## src/hdl/tgc_pkg.sv

```systemverilog
`default_nettype none

package tgc_pkg;

	// timestamp width used for all press-time arithmetic
	localparam int TIME_BITS = 32;
	// width of the hold-time compares (wide enough for the 20-bit recal limit)
	localparam int CMP_W = (TIME_BITS > 20) ? TIME_BITS : 20;

	localparam int COUNT_W = 16;
	localparam int CFG_W   = 20;

	// result queue between front and back
	localparam int FIFO_DEPTH = 4;
	localparam int FIFO_AW    = $clog2(FIFO_DEPTH);

	// reset values of the configuration registers
	localparam logic [14:0] INIT_THR_RST = 15'd35;
	localparam logic [7:0]  MARGIN_RST   = 8'd5;
	localparam logic [15:0] DBL_RST      = 16'd500;
	localparam logic [15:0] SHORT_RST    = 16'd1000;
	localparam logic [15:0] LONG_RST     = 16'd2000;
	localparam logic [19:0] RECAL_RST    = 20'd20000;

	// x/5 = (x * QUOT_MUL) >> QUOT_SHIFT, exact for x up to 32768
	localparam logic [15:0] QUOT_MUL   = 16'd52429;
	localparam int          QUOT_SHIFT = 18;

	typedef enum logic [2:0] {
		EV_TOUCH  = 3'd0,
		EV_LONG   = 3'd1,
		EV_SHORT  = 3'd2,
		EV_DOUBLE = 3'd3,
		EV_THRESH = 3'd4
	} tgc_event_t;

	typedef enum logic [1:0] {
		PH_IDLE   = 2'd0,
		PH_FIRST  = 2'd1,
		PH_DOUBLE = 2'd2
	} tgc_phase_t;

	typedef enum logic [2:0] {
		CFG_INIT_THR = 3'd0,
		CFG_MARGIN   = 3'd1,
		CFG_DBL      = 3'd2,
		CFG_SHORT    = 3'd3,
		CFG_LONG     = 3'd4,
		CFG_RECAL    = 3'd5
	} tgc_cfg_idx_t;

	// the one or two results of one input item
	typedef struct packed {
		logic                      two;
		tgc_event_t                ev0;
		tgc_event_t                ev1;
		logic signed [COUNT_W-1:0] count;
		logic signed [COUNT_W-1:0] thr;
	} tgc_bundle_t;

endpackage

`default_nettype wire

```

## src/hdl/tgc_front.sv

```systemverilog
`default_nettype none

module tgc_front
	import tgc_pkg::*;
(
	input  wire logic        clk,
	input  wire logic        arst_n,
	input  wire logic        s_tvalid,
	output logic             s_tready,
	input  wire logic [63:0] s_tdata,
	input  wire logic        s_tuser,
	input  wire logic        cfg_we,
	input  wire logic [2:0]  cfg_index,
	input  wire logic [19:0] cfg_data,
	input  wire logic        q_full,
	output logic             q_push,
	output tgc_bundle_t      q_entry
);

	logic [7:0]  margin_q;
	logic [15:0] dbl_q;
	logic [15:0] short_q;
	logic [15:0] long_q;
	logic [19:0] recal_q;

	logic                      touched_q;
	tgc_phase_t                phase_q;
	logic [TIME_BITS-1:0]      press_q;
	logic signed [COUNT_W-1:0] thr_q;
	logic signed [COUNT_W-1:0] last_cnt_q;

	logic                      op;
	logic signed [COUNT_W-1:0] cnt;
	logic signed [COUNT_W-1:0] req;
	logic [TIME_BITS-1:0]      now;
	logic signed [17:0]        cnt_ext;
	logic signed [17:0]        thr_ext;
	logic signed [17:0]        rel_lim;
	logic                      cur;
	logic                      rise;
	logic [TIME_BITS-1:0]      dt_first;
	logic [TIME_BITS-1:0]      dt;
	logic [CMP_W-1:0]          dt_c;
	logic [16:0]               abs_cnt;
	logic [32:0]               prod;
	logic signed [17:0]        quot;
	logic signed [17:0]        recal_sum;
	logic signed [COUNT_W-1:0] recal_thr;
	tgc_phase_t                phase_n;
	logic [TIME_BITS-1:0]      press_n;
	logic signed [COUNT_W-1:0] thr_n;
	logic [1:0]                n_res;
	tgc_event_t                ev0;
	tgc_event_t                ev1;
	logic                      accept;

	assign op  = s_tuser;
	assign cnt = s_tdata[15:0];
	assign now = s_tdata[16 +: TIME_BITS];
	assign req = s_tdata[63:48];

	assign s_tready = !q_full;
	assign accept   = s_tvalid && s_tready;

	assign cnt_ext = 18'(cnt);
	assign thr_ext = 18'(thr_q);
	assign rel_lim = thr_ext - $signed({10'd0, margin_q});

	// count + count/5, saturated to 16 bits
	assign abs_cnt   = cnt[15] ? 17'(-cnt_ext) : 17'(cnt_ext);
	assign prod      = 33'(abs_cnt) * 33'(QUOT_MUL);
	assign quot      = cnt[15] ? -$signed({3'd0, prod[32:QUOT_SHIFT]})
	                           :  $signed({3'd0, prod[32:QUOT_SHIFT]});
	assign recal_sum = cnt_ext + quot;

	always_comb begin
		if (recal_sum > 18'sd32767) begin
			recal_thr = 16'sh7fff;
		end else if (recal_sum < -18'sd32768) begin
			recal_thr = 16'sh8000;
		end else begin
			recal_thr = recal_sum[15:0];
		end
	end

	assign dt_first = now - press_q;

	always_comb begin
		cur = touched_q;
		if (cnt_ext > thr_ext) begin
			cur = 1'b1;
		end
		if (cnt_ext < rel_lim) begin
			cur = 1'b0;
		end
		rise    = cur && !touched_q;
		phase_n = phase_q;
		press_n = press_q;
		thr_n   = thr_q;
		n_res   = 2'd0;
		ev0     = EV_TOUCH;
		ev1     = EV_TOUCH;
		dt      = '0;
		dt_c    = '0;

		if (op) begin
			if (req > 16'sd0) begin
				thr_n = req;
			end
			ev0   = EV_THRESH;
			n_res = 2'd1;
		end else begin
			if (rise) begin
				if (phase_q == PH_IDLE) begin
					press_n = now;
					phase_n = PH_FIRST;
					ev0     = EV_TOUCH;
					n_res   = 2'd1;
				end else if (phase_q == PH_FIRST) begin
					if (CMP_W'(dt_first) < CMP_W'(dbl_q)) begin
						phase_n = PH_DOUBLE;
					end
				end
			end
			dt   = now - press_n;
			dt_c = CMP_W'(dt);

			if (phase_n == PH_FIRST && cur && dt_c > CMP_W'(long_q)) begin
				if (n_res == 2'd0) ev0 = EV_LONG; else ev1 = EV_LONG;
				n_res   = n_res + 2'd1;
				phase_n = PH_IDLE;
			end
			if (phase_n == PH_FIRST && !cur && dt_c > CMP_W'(short_q)) begin
				if (n_res == 2'd0) ev0 = EV_SHORT; else ev1 = EV_SHORT;
				n_res   = n_res + 2'd1;
				phase_n = PH_IDLE;
			end
			if (phase_n == PH_DOUBLE) begin
				if (n_res == 2'd0) ev0 = EV_DOUBLE; else ev1 = EV_DOUBLE;
				n_res   = n_res + 2'd1;
				phase_n = PH_IDLE;
			end
			if (phase_n == PH_IDLE && cur && dt_c > CMP_W'(recal_q) && n_res != 2'd2) begin
				if (n_res == 2'd0) ev0 = EV_THRESH; else ev1 = EV_THRESH;
				n_res = n_res + 2'd1;
				thr_n = recal_thr;
			end
		end
	end

	assign q_push        = accept && (n_res != 2'd0);
	assign q_entry.two   = (n_res == 2'd2);
	assign q_entry.ev0   = ev0;
	assign q_entry.ev1   = ev1;
	assign q_entry.count = op ? last_cnt_q : cnt;
	assign q_entry.thr   = thr_n;

	always_ff @(posedge clk or negedge arst_n) begin
		if (!arst_n) begin
			margin_q   <= MARGIN_RST;
			dbl_q      <= DBL_RST;
			short_q    <= SHORT_RST;
			long_q     <= LONG_RST;
			recal_q    <= RECAL_RST;
			touched_q  <= 1'b0;
			phase_q    <= PH_IDLE;
			press_q    <= '0;
			thr_q      <= $signed({1'b0, INIT_THR_RST});
			last_cnt_q <= '0;
		end else if (cfg_we) begin
			unique case (cfg_index)
				CFG_INIT_THR: thr_q    <= $signed({1'b0, cfg_data[14:0]});
				CFG_MARGIN:   margin_q <= cfg_data[7:0];
				CFG_DBL:      dbl_q    <= cfg_data[15:0];
				CFG_SHORT:    short_q  <= cfg_data[15:0];
				CFG_LONG:     long_q   <= cfg_data[15:0];
				CFG_RECAL:    recal_q  <= cfg_data;
				default: ;
			endcase
		end else if (accept) begin
			thr_q <= thr_n;
			if (!op) begin
				touched_q  <= cur;
				phase_q    <= phase_n;
				press_q    <= press_n;
				last_cnt_q <= cnt;
			end
		end
	end

endmodule

`default_nettype wire

```

## src/hdl/tgc_fifo.sv

```systemverilog
`default_nettype none

module tgc_fifo
	import tgc_pkg::*;
(
	input  wire logic  clk,
	input  wire logic  arst_n,
	input  wire logic  push,
	input  wire tgc_bundle_t wr_entry,
	output logic       full,
	input  wire logic  pop,
	output tgc_bundle_t rd_entry,
	output logic       empty
);

	tgc_bundle_t          mem_q [FIFO_DEPTH];
	logic [FIFO_AW-1:0]   wr_ptr_q;
	logic [FIFO_AW-1:0]   rd_ptr_q;
	logic [FIFO_AW:0]     fill_q;

	assign full     = (fill_q == (FIFO_AW+1)'(FIFO_DEPTH));
	assign empty    = (fill_q == '0);
	assign rd_entry = mem_q[rd_ptr_q];

	always_ff @(posedge clk) begin
		if (push) begin
			mem_q[wr_ptr_q] <= wr_entry;
		end
	end

	always_ff @(posedge clk or negedge arst_n) begin
		if (!arst_n) begin
			wr_ptr_q <= '0;
			rd_ptr_q <= '0;
			fill_q   <= '0;
		end else begin
			if (push) wr_ptr_q <= wr_ptr_q + 1'b1;
			if (pop)  rd_ptr_q <= rd_ptr_q + 1'b1;
			if (push && !pop) begin
				fill_q <= fill_q + 1'b1;
			end else if (pop && !push) begin
				fill_q <= fill_q - 1'b1;
			end
		end
	end

endmodule

`default_nettype wire

```

## src/hdl/tgc_back.sv

```systemverilog
`default_nettype none

module tgc_back
	import tgc_pkg::*;
(
	input  wire logic        clk,
	input  wire logic        arst_n,
	input  wire logic        q_empty,
	input  wire tgc_bundle_t q_entry,
	output logic             q_pop,
	output logic             m_tvalid,
	input  wire logic        m_tready,
	output logic [31:0]      m_tdata,
	output logic [2:0]       m_tuser,
	output logic             m_tlast
);

	tgc_bundle_t cur_q;
	logic        valid_q;
	logic        idx_q;
	logic        last_now;

	assign last_now = !cur_q.two || idx_q;
	assign q_pop    = !q_empty && (!valid_q || (m_tready && last_now));

	assign m_tvalid = valid_q;
	assign m_tlast  = last_now;
	assign m_tuser  = idx_q ? cur_q.ev1 : cur_q.ev0;
	assign m_tdata  = {cur_q.thr, cur_q.count};

	always_ff @(posedge clk) begin
		if (q_pop) begin
			cur_q <= q_entry;
		end
	end

	always_ff @(posedge clk or negedge arst_n) begin
		if (!arst_n) begin
			valid_q <= 1'b0;
			idx_q   <= 1'b0;
		end else if (q_pop) begin
			valid_q <= 1'b1;
			idx_q   <= 1'b0;
		end else if (valid_q && m_tready) begin
			if (last_now) begin
				valid_q <= 1'b0;
			end else begin
				idx_q <= 1'b1;
			end
		end
	end

endmodule

`default_nettype wire

```

## src/hdl/touch_gesture_classifier.sv

```systemverilog
// A result is written to the result queue and then to the output register before it
// is valid. Throughput: one item per cycle; a two-result item holds the output for
// both of its results, absorbed by the four-entry result queue, which stalls the
// input only when full.
// Reset: asynchronous, active low; clears touch and gesture state and the
// queue, and loads the configuration defaults (threshold 35).
`default_nettype none

module touch_gesture_classifier
	import tgc_pkg::*;
(
	input  wire logic        clk,
	input  wire logic        arst_n,
	// input items
	input  wire logic        s_tvalid,
	output logic             s_tready,
	input  wire logic [63:0] s_tdata,   // sample_count[15:0], now_ms[47:16], new_threshold[63:48]
	input  wire logic        s_tuser,   // operation: 0 sample, 1 set threshold
	// result items
	output logic             m_tvalid,
	input  wire logic        m_tready,
	output logic [31:0]      m_tdata,   // count_value[15:0], threshold_value[31:16]
	output logic [2:0]       m_tuser,   // event_res
	output logic             m_tlast,   // final result of the item
	// configuration
	input  wire logic        cfg_we,
	input  wire logic [2:0]  cfg_index,
	input  wire logic [19:0] cfg_data
);

	logic        q_full;
	logic        q_empty;
	logic        q_push;
	logic        q_pop;
	tgc_bundle_t q_wr;
	tgc_bundle_t q_rd;

	// Front: hysteresis, gesture tracking and threshold update, one item a cycle while the queue is not full.
	// Each item leaves zero, one or two results, bundled into one queue entry.
	tgc_front u_front (
		.clk       (clk),
		.arst_n    (arst_n),
		.s_tvalid  (s_tvalid),
		.s_tready  (s_tready),
		.s_tdata   (s_tdata),
		.s_tuser   (s_tuser),
		.cfg_we    (cfg_we),
		.cfg_index (cfg_index),
		.cfg_data  (cfg_data),
		.q_full    (q_full),
		.q_push    (q_push),
		.q_entry   (q_wr)
	);

	// Queue: decouples the tracker from a stalled downstream.
	tgc_fifo u_fifo (
		.clk      (clk),
		.arst_n   (arst_n),
		.push     (q_push),
		.wr_entry (q_wr),
		.full     (q_full),
		.pop      (q_pop),
		.rd_entry (q_rd),
		.empty    (q_empty)
	);

	// Back: output register; unpack a bundle into one or two result items.
	tgc_back u_back (
		.clk      (clk),
		.arst_n   (arst_n),
		.q_empty  (q_empty),
		.q_entry  (q_rd),
		.q_pop    (q_pop),
		.m_tvalid (m_tvalid),
		.m_tready (m_tready),
		.m_tdata  (m_tdata),
		.m_tuser  (m_tuser),
		.m_tlast  (m_tlast)
	);

endmodule

`default_nettype wire

```

## config.mk

```make
export PLATFORM = sky130hd
export DESIGN_NAME = touch_gesture_classifier
export DESIGN_NICKNAME = d
export VERILOG_FILES = /design/src/hdl/tgc_pkg.sv /design/src/hdl/tgc_front.sv /design/src/hdl/tgc_fifo.sv /design/src/hdl/tgc_back.sv /design/src/hdl/touch_gesture_classifier.sv
export SDC_FILE = /design/constraint.sdc
export NUM_CORES = 1
export LEC_CHECK = 0
export BUFFER_PORTS_ARGS = -buffer_cell sky130_fd_sc_hd__buf_4
export CORE_MARGIN = 4
export CORE_UTILIZATION = 45
export CTS_BUF_LIST = sky130_fd_sc_hd__clkbuf_4
export DETAILED_ROUTE_END_ITERATION = 16
export GPL_TIMING_DRIVEN = 0
export PLACE_DENSITY = 0.72
export SYNTH_ARGS = -nofsm -noshare
export SYNTH_HDL_FRONTEND = slang
export SYNTH_SLANG_ARGS = --single-unit
```

## constraint.sdc

```tcl
create_clock -name clk -period 19.5 [get_ports clk]
set_input_delay 2.925 -clock clk [delete_from_list [all_inputs] [get_ports clk]]
set_output_delay 2.925 -clock clk [all_outputs]
set_load 0.05 [all_outputs]
```

# After elaboration in Yosys (flattened, before gate mapping)
# Memories as Yosys holds them, arrays and structs flattened. A register that Yosys moved wholly into a read port is not among the register bits.
# Cells that the tools add are included.
[classes]
bitwise_logic = 2
eq_ne = 14
add_sub_neg = 14
mul = 1
magnitude_cmp = 9
reduce_logical = 48
muxes = 68
[op_table]
columns = ["cell", "n"]
rows = [
  ["$mux 16", 9],
  ["$mux 32", 3],
  ["$gt 32x16->1", 2],
  ["$sub 32x32->32", 2],
  ["$mux 3", 21],
  ["$mux 2", 21],
  ["$mul 17x16->33 const B", 1],
  ["$gt 32x20->1", 1],
  ["$lt 32x16->1", 1],
  ["$add 16x18->18", 1],
  ["$gt 18x16->1 const B", 1],
  ["$lt 18x16->1 const B", 1],
  ["$mux 18", 1],
  ["$neg 15->18", 1],
  ["$reduce_and 2->1", 9],
  ["$lt 16x17->1", 1],
  ["$mux 17", 1],
  ["$neg 16->17", 1],
  ["$sub 16x9->17", 1],
  ["$gt 16x1->1 const B", 1],
  ["$gt 16x16->1", 1],
  ["$logic_and 1x1->1", 15],
  ["$add 2x1->2 const B", 6],
  ["$logic_not 2->1", 6],
  ["16 further kinds", 48],
]
[word_totals]
output_inout_bits = 38
ramBits = 156
register_bits = 152
mem_count = 1
wordCells = 172
inputBits = 93
[memory_table]
columns = ["memory", "depth", "width", "read_ports", "rd_ports_with_merged_regs", "wr", "line_no", "rtl"]
rows = [
  ["u_fifo.mem_q", 4, 39, 1, 1, 1, "tgc_fifo.sv:16", "tgc_bundle_t mem_q [FIFO_DEPTH];"],
]

# Depth between registers and ports, before layout
[depth]
ltp_word = 32
depth_mapped = 62
ltp_nobuf = 61

# By module
# From an unflattened synthesis, not the netlist that was laid out.
[hier_totals]
cells_unflattened = 2770
area_unflattened_um2 = 27866.7
[modules_own_cells]
columns = ["mod", "seq_area_each_um2", "area_each_um2", "instances", "cells_each"]
rows = [
  ["tgc_front", 3613.5, 20248.2, 1, 2448],
  ["tgc_fifo", 4859.7, 6068.3, 1, 238],
  ["tgc_back", 1221.2, 1550.2, 1, 84],
]

# Worst setup path after synthesis
# OpenSTA, ideal clock, no wires.
[synth_timing]
path_kind = "input-to-reg"
startpoint = "input port s_tdata[7]"
endpoint = "memory u_fifo.mem_q[0][0] (netlist bit), enable pin"
slack_ns = 7.270
cell_stages = 39
setup_time_ns = 0.400
t_arrival_ns = 11.830
t_required_ns = 19.100
path_buffers = 1
path_cell_list = "ha_1 and4_1 o2111ai_1 a2111o_1 a22oi_4 nand2_2 inv_2 buf_1 nor2_1 a21oi_1 inv_1 fa_1 nand2b_1 a21oi_1 o41ai_2 maj3_1 o21a_1 a2111o_1 (+3 left out) nand4_1 or2_2 o32ai_1 nand3_1 nor4_1 nor2_1 inv_1 ha_1 xnor2_1 ha_1 a21oi_1 nand2_1 ha_1 a211o_1 a21oi_1 a211oi_1 nand2_1 and3_1"
[synth_via]
elab_chain_cells = 29
word_cells_on_any_way = 50
cone_classes = "add/sub: 5; order compare: 5; eq/ne: 4; mux: 24; reduce/logical: 12"
[synth_lines]
columns = ["item", "line_no", "rtl"]
rows = [
  ["start, declared", "touch_gesture_classifier.sv:17", "input wire logic [63:0] s_tdata,"],
  ["$gt 16x16->1", "tgc_front.sv:90", "if (cnt_ext > thr_ext) begin"],
  ["$mux 1", "tgc_front.sv:90", ""],
  ["$mux 1 (*)", "tgc_front.sv:93", "if (cnt_ext < rel_lim) begin"],
  ["$logic_and 1x1->1 (*)", "tgc_front.sv:96", "rise = cur && !touched_q;"],
  ["$mux 32 (*)", "tgc_front.sv:113", "if (rise) begin"],
  ["$mux 32 (*)", "tgc_front.sv:106", "if (op) begin"],
  ["net u_front.press_n[1]", "tgc_front.sv:50", "logic [TIME_BITS-1:0] press_n;"],
  ["$sub 32x32->32 (*)", "tgc_front.sv:125", "dt = now - press_n;"],
  ["branches (longest 16 deep; another with $gt 32x16->1)", "--", ""],
  ["$mux 2 (*)", "tgc_front.sv:143", "if (phase_n == PH_IDLE && cur && dt_c > CMP_W'(recal_q) && n_res != 2'd2) begin"],
  ["$mux 2 (*)", "tgc_front.sv:106", ""],
  ["$reduce_bool 2->1 (*)", "tgc_front.sv:151", "assign q_push = accept && (n_res != 2'd0);"],
  ["$logic_and 1x1->1 (*)", "tgc_front.sv:151", ""],
  ["$mux 1 (*)", "tgc_fifo.sv:26", "if (push) begin"],
  ["$mux 1 (implied by the code) (*)", "tgc_fifo.sv:27", "mem_q[wr_ptr_q] <= wr_entry;"],
  ["end, declared", "tgc_fifo.sv:16", ""],
]
# Mark *: on every way through the listed nets, which the timed path passes. The select of a mux whose other input is x is not followed.

# Worst setup path after layout
[layout_timing]
startpoint = "register u_front.thr_q[0]"
endpoint = "register u_fifo.fill_q[1]"
[layout_via]
elab_chain_cells = 30
word_cells_on_any_way = 54
cone_classes = "add/sub: 6; order compare: 5; eq/ne: 4; mux: 23; reduce/logical: 16"
[layout_lines]
columns = ["item", "line_no", "rtl"]
rows = [
  ["start, declared", "tgc_front.sv:29", "logic signed [COUNT_W-1:0] thr_q;"],
  ["start signal, assigned", "tgc_front.sv:168", "thr_q <= $signed({1'b0, INIT_THR_RST});"],
  ["start signal, assigned", "tgc_front.sv:172", "CFG_INIT_THR: thr_q <= $signed({1'b0, cfg_data[14:0]});"],
  ["start signal, assigned", "tgc_front.sv:181", "thr_q <= thr_n;"],
  ["$sub 16x9->17 or $gt 16x16->1 (tied branches)", "tgc_front.sv:67, tgc_front.sv:90", ""],
  ["$lt 16x17->1 or $mux 1 (tied branches)", "tgc_front.sv:93, tgc_front.sv:90", ""],
  ["$mux 1 (*)", "tgc_front.sv:93", ""],
  ["branches (longest 20 deep; another with $sub 32x32->32)", "--", ""],
  ["$mux 2 (*)", "tgc_front.sv:143", ""],
  ["$mux 2 (*)", "tgc_front.sv:106", ""],
  ["$reduce_bool 2->1 (*)", "tgc_front.sv:151", ""],
  ["$logic_and 1x1->1 (*)", "tgc_front.sv:151", ""],
  ["net q_push", "touch_gesture_classifier.sv:33", "logic q_push;"],
  ["$logic_not 1->1", "tgc_fifo.sv:41", "end else if (pop && !push) begin"],
  ["$logic_and 1x1->1", "tgc_fifo.sv:41", ""],
  ["$reduce_bool 2->1 (no source line)", "--", ""],
  ["end signal, assigned", "tgc_fifo.sv:40", "fill_q <= fill_q + 1'b1;"],
  ["end signal, assigned", "tgc_fifo.sv:42", "fill_q <= fill_q - 1'b1;"],
  ["end, declared", "tgc_fifo.sv:19", "logic [FIFO_AW:0] fill_q;"],
]
# Marked as above.
# A chain may end at the register's enable or synchronous reset.

==> run metrics <==
status finished clean; EDFF count, synth 195; Crit. Startpoint u_front.thr_q[0]; H-tree depth 3; fin. max-slew vios 0; hold buffer count at CTS 0; critical path arrival 15500 ps; GRT Util Overall 22.5%; total gr overflow 0; reg2reg start u_front.thr_q[0]; starting density of the core a little under half; Die Y about 260 um; hold path cells 2; synth top area cells edfxtp_1 (21%), ha_1 (15%), dfrtp_1 (11%); cell total after placement 3660; clk_lat worst skew 850 ps; DR vias 21.8k; root buffer cell clkbuf_4; first-pass GRT wire length between 100000 and 150000 um; number of CTS-inserted buffers 87; nets 3482; Critical path destination u_fifo.fill_q[1]; synthesized flop and latch total 347; WL/cell 19.5 um; CTS sink cnt between 300 and 400; Die ar. 65700 um^2; Slowest Stage Delay on Critical Path 800 ps; Reg2Reg Setup Slack between 4000 and 5000 ps; setup bufs post-CTS 0; 1st-iter DRT viols 1814; TritonCTS clock tree done; top_reg_cell synth edfxtp_1; # resized after CTS 0; CP startpoint kind flop; Detail Placement HPWL 58700 um; setup TNS 0 ps; Syn Std Cell Area 27800 um^2; Hold Path Class flop to flop; warnings from Yosys 0; Clock transition at path regs ~70 ps; max-cap check violation count 0; final hold violations 0; met1 Usage GRT 30.9%; DIE WIDTH 256 um; top cells by count, synth ha_1 (329), inv_1 (287), nand2_1 (244); Fillers 5478; Setup Skew around 80 ps; most used cell along the critical path ha_1; routing usage on met3 under 10%; Worst path slowest cell a211oi_1; routability cong. 0.970; post-route insts no fill 3818; sequential-to-total area share from yosys stat 34.9%; synthesis-to-finish area growth 11.8%; Clock Tree Buf Depth 3; CP Capture Type flop; Avg Cell Area, Syn roughly 10 um^2; vias in the first global route 21.5k; Mapped Cells 2738; Peak Freq 67.4 MHz; Yosys cell types 101; Critical Path RT 20170 ps; fin crit share between 70% and 80%; most frequent cell after synthesis ha_1; Core Footprint just over 60000 um^2; share of the synthesized area in the top cell type 21.1%; min cycle time layout 14830 ps; reg-to-reg endpoint u_fifo.fill_q[1]; IO Pins 131; PortBufs around 130; number of vias per cell between 5 and 6; initial antenna violation count 2; layout cells sized above 1 16.8%; unrepaired setup endpoints after global routing no; slew at the pin closest to its max-slew limit 1380 ps; biggest area consumer among synthesized cells edfxtp_1; DRC 0; Final setup viols 0; asr flop ratio synth between 40% and 50%; Most Used Layer, Global Route met2; antenna viol nets, final 0; largest net degree at the start of global routing 113; Slew HR 7.29%; kind of critical path flop to flop; # rows 90; final WL around 74000 um; R2R depth 54; M2 GR Usage 36.0%; critical path peak fanout 11; Detailed Routing Iterations Pass 1 6
sequential cells by signal, indices dropped and copies added (netlist names):
register	flops
u_fifo.mem_q	156
u_back.m_tdata	32
u_front.press_q	32
u_front.recal_q	20
u_front.dbl_q	16
u_front.last_cnt_q	16
u_front.long_q	16
u_front.short_q	16
u_front.thr_q	16
u_front.margin_q	8
u_back.cur_q	7
u_fifo.fill_q	3
u_fifo.rd_ptr_q	2
u_fifo.wr_ptr_q	2
u_front.phase_q	2
u_back.idx_q	1
u_back.m_tvalid	1
u_front.touched_q	1
metrics by stage:
stage / util, % / worst slack [ps] / hold slack, ps / instance area (um^2)
2_1_floorplan: - / 7270 / 440 / 27800
3_3_place_gp: 49.0 / 3480 / 453 / 29700
5_1_grt: 51.1 / 3860 / 502 / 31000
6_report: 51.1 / 4670 / 479 / 31000
3_5_place_dp: 49.2 / 4130 / 457 / 29900
4_1_cts: 51.1 / 4830 / 477 / 31000
critical path, delay by kind of cell, from the launching register on:
kind	cells	cell delay, ps
simple gates	14	2800
flops	1	390
buf+inv	7	1770
xor+xnor	2	360
compound gates	20	6150
fa+ha+maj	10	2900
mux	1	260
layer usage:
layer	share of wire, %	vias to the layer above
met5	0	-
met4	3.2	0
met3	7.9	141
met2	45	813
met1	44	10500
li1	-	10400
cell type report:
| class | count | area, um^2 | area share [%] |
|---|---|---|---|
| Multi-Input combinational cell | 2001 | 16500 | 53.1 |
| Sequential cell | 347 | 9690 | 31.2 |
| Timing Repair Buffer | 134 | 1100 | 3.53 |
| Inverter | 289 | 1080 | 3.50 |
| Tap cell | 782 | 978 | 3.15 |
| Clock buffer | 130 | 976 | 3.15 |
| Buffer | 107 | 528 | 1.70 |
| Clock inverter | 25 | 173 | 0.557 |
| Antenna cell | 3 | 7.51 | 0.0242 |
cells in the final DEF (no fill, tap or decap), types with 11 or more instances in the layout:
master,instances
o21a_1,21
buf_1,15
inv_1,287
o21ai_0,150
clkbuf_4,130
mux2_2,85
nand3_1,39
dfstp_2,28
xor2_1,34
clkinv_1,19
xnor2_1,73
nor3_1,47
fa_1,93
nand2_1,244
a21o_1,68
a211oi_1,28
or3_1,15
mux2i_1,12
a21oi_1,171
ha_1,329
and2_1,13
mux4_2,39
nand4_1,38
nand2b_1,32
buf_4,159
edfxtp_1,195
and3_1,24
o31ai_1,15
dfrtp_1,124
nor4_1,13
nor2b_1,21
clkbuf_1,55
a31oi_1,12
nor2_1,156
o21bai_1,11
a221oi_1,12
o211ai_1,21
how the worst min path moves through the flow:
stage | slack (ps) | startpoint | endpoint
floorplan | 440 | u_front.last_cnt_q[10] | u_front.last_cnt_q[10]
global placement | 450 | u_front.last_cnt_q[13] | u_front.last_cnt_q[13]
detailed placement | 460 | u_front.last_cnt_q[9] | u_front.last_cnt_q[9]
CTS | 480 | u_front.last_cnt_q[11] | u_front.last_cnt_q[11]
global route | 500 | u_front.last_cnt_q[6] | u_front.last_cnt_q[6]
finish | 480 | u_front.last_cnt_q[11] | u_front.last_cnt_q[11]
kinds of logic after synthesis:
family | Yosys count | synth area share (%)
xor+xnor | 107 | 3.38
other cells | 1 | 0.0135
mux | 137 | 7.10
buf+inv | 396 | 5.81
compound gates | 628 | 15.0
simple gates | 693 | 12.0
fa+ha+maj | 429 | 21.8
flops | 347 | 34.9
Power is left out: the tool's default activity adds up to more than one toggle a clock period on the data nets, which glitch-free logic cannot reach.
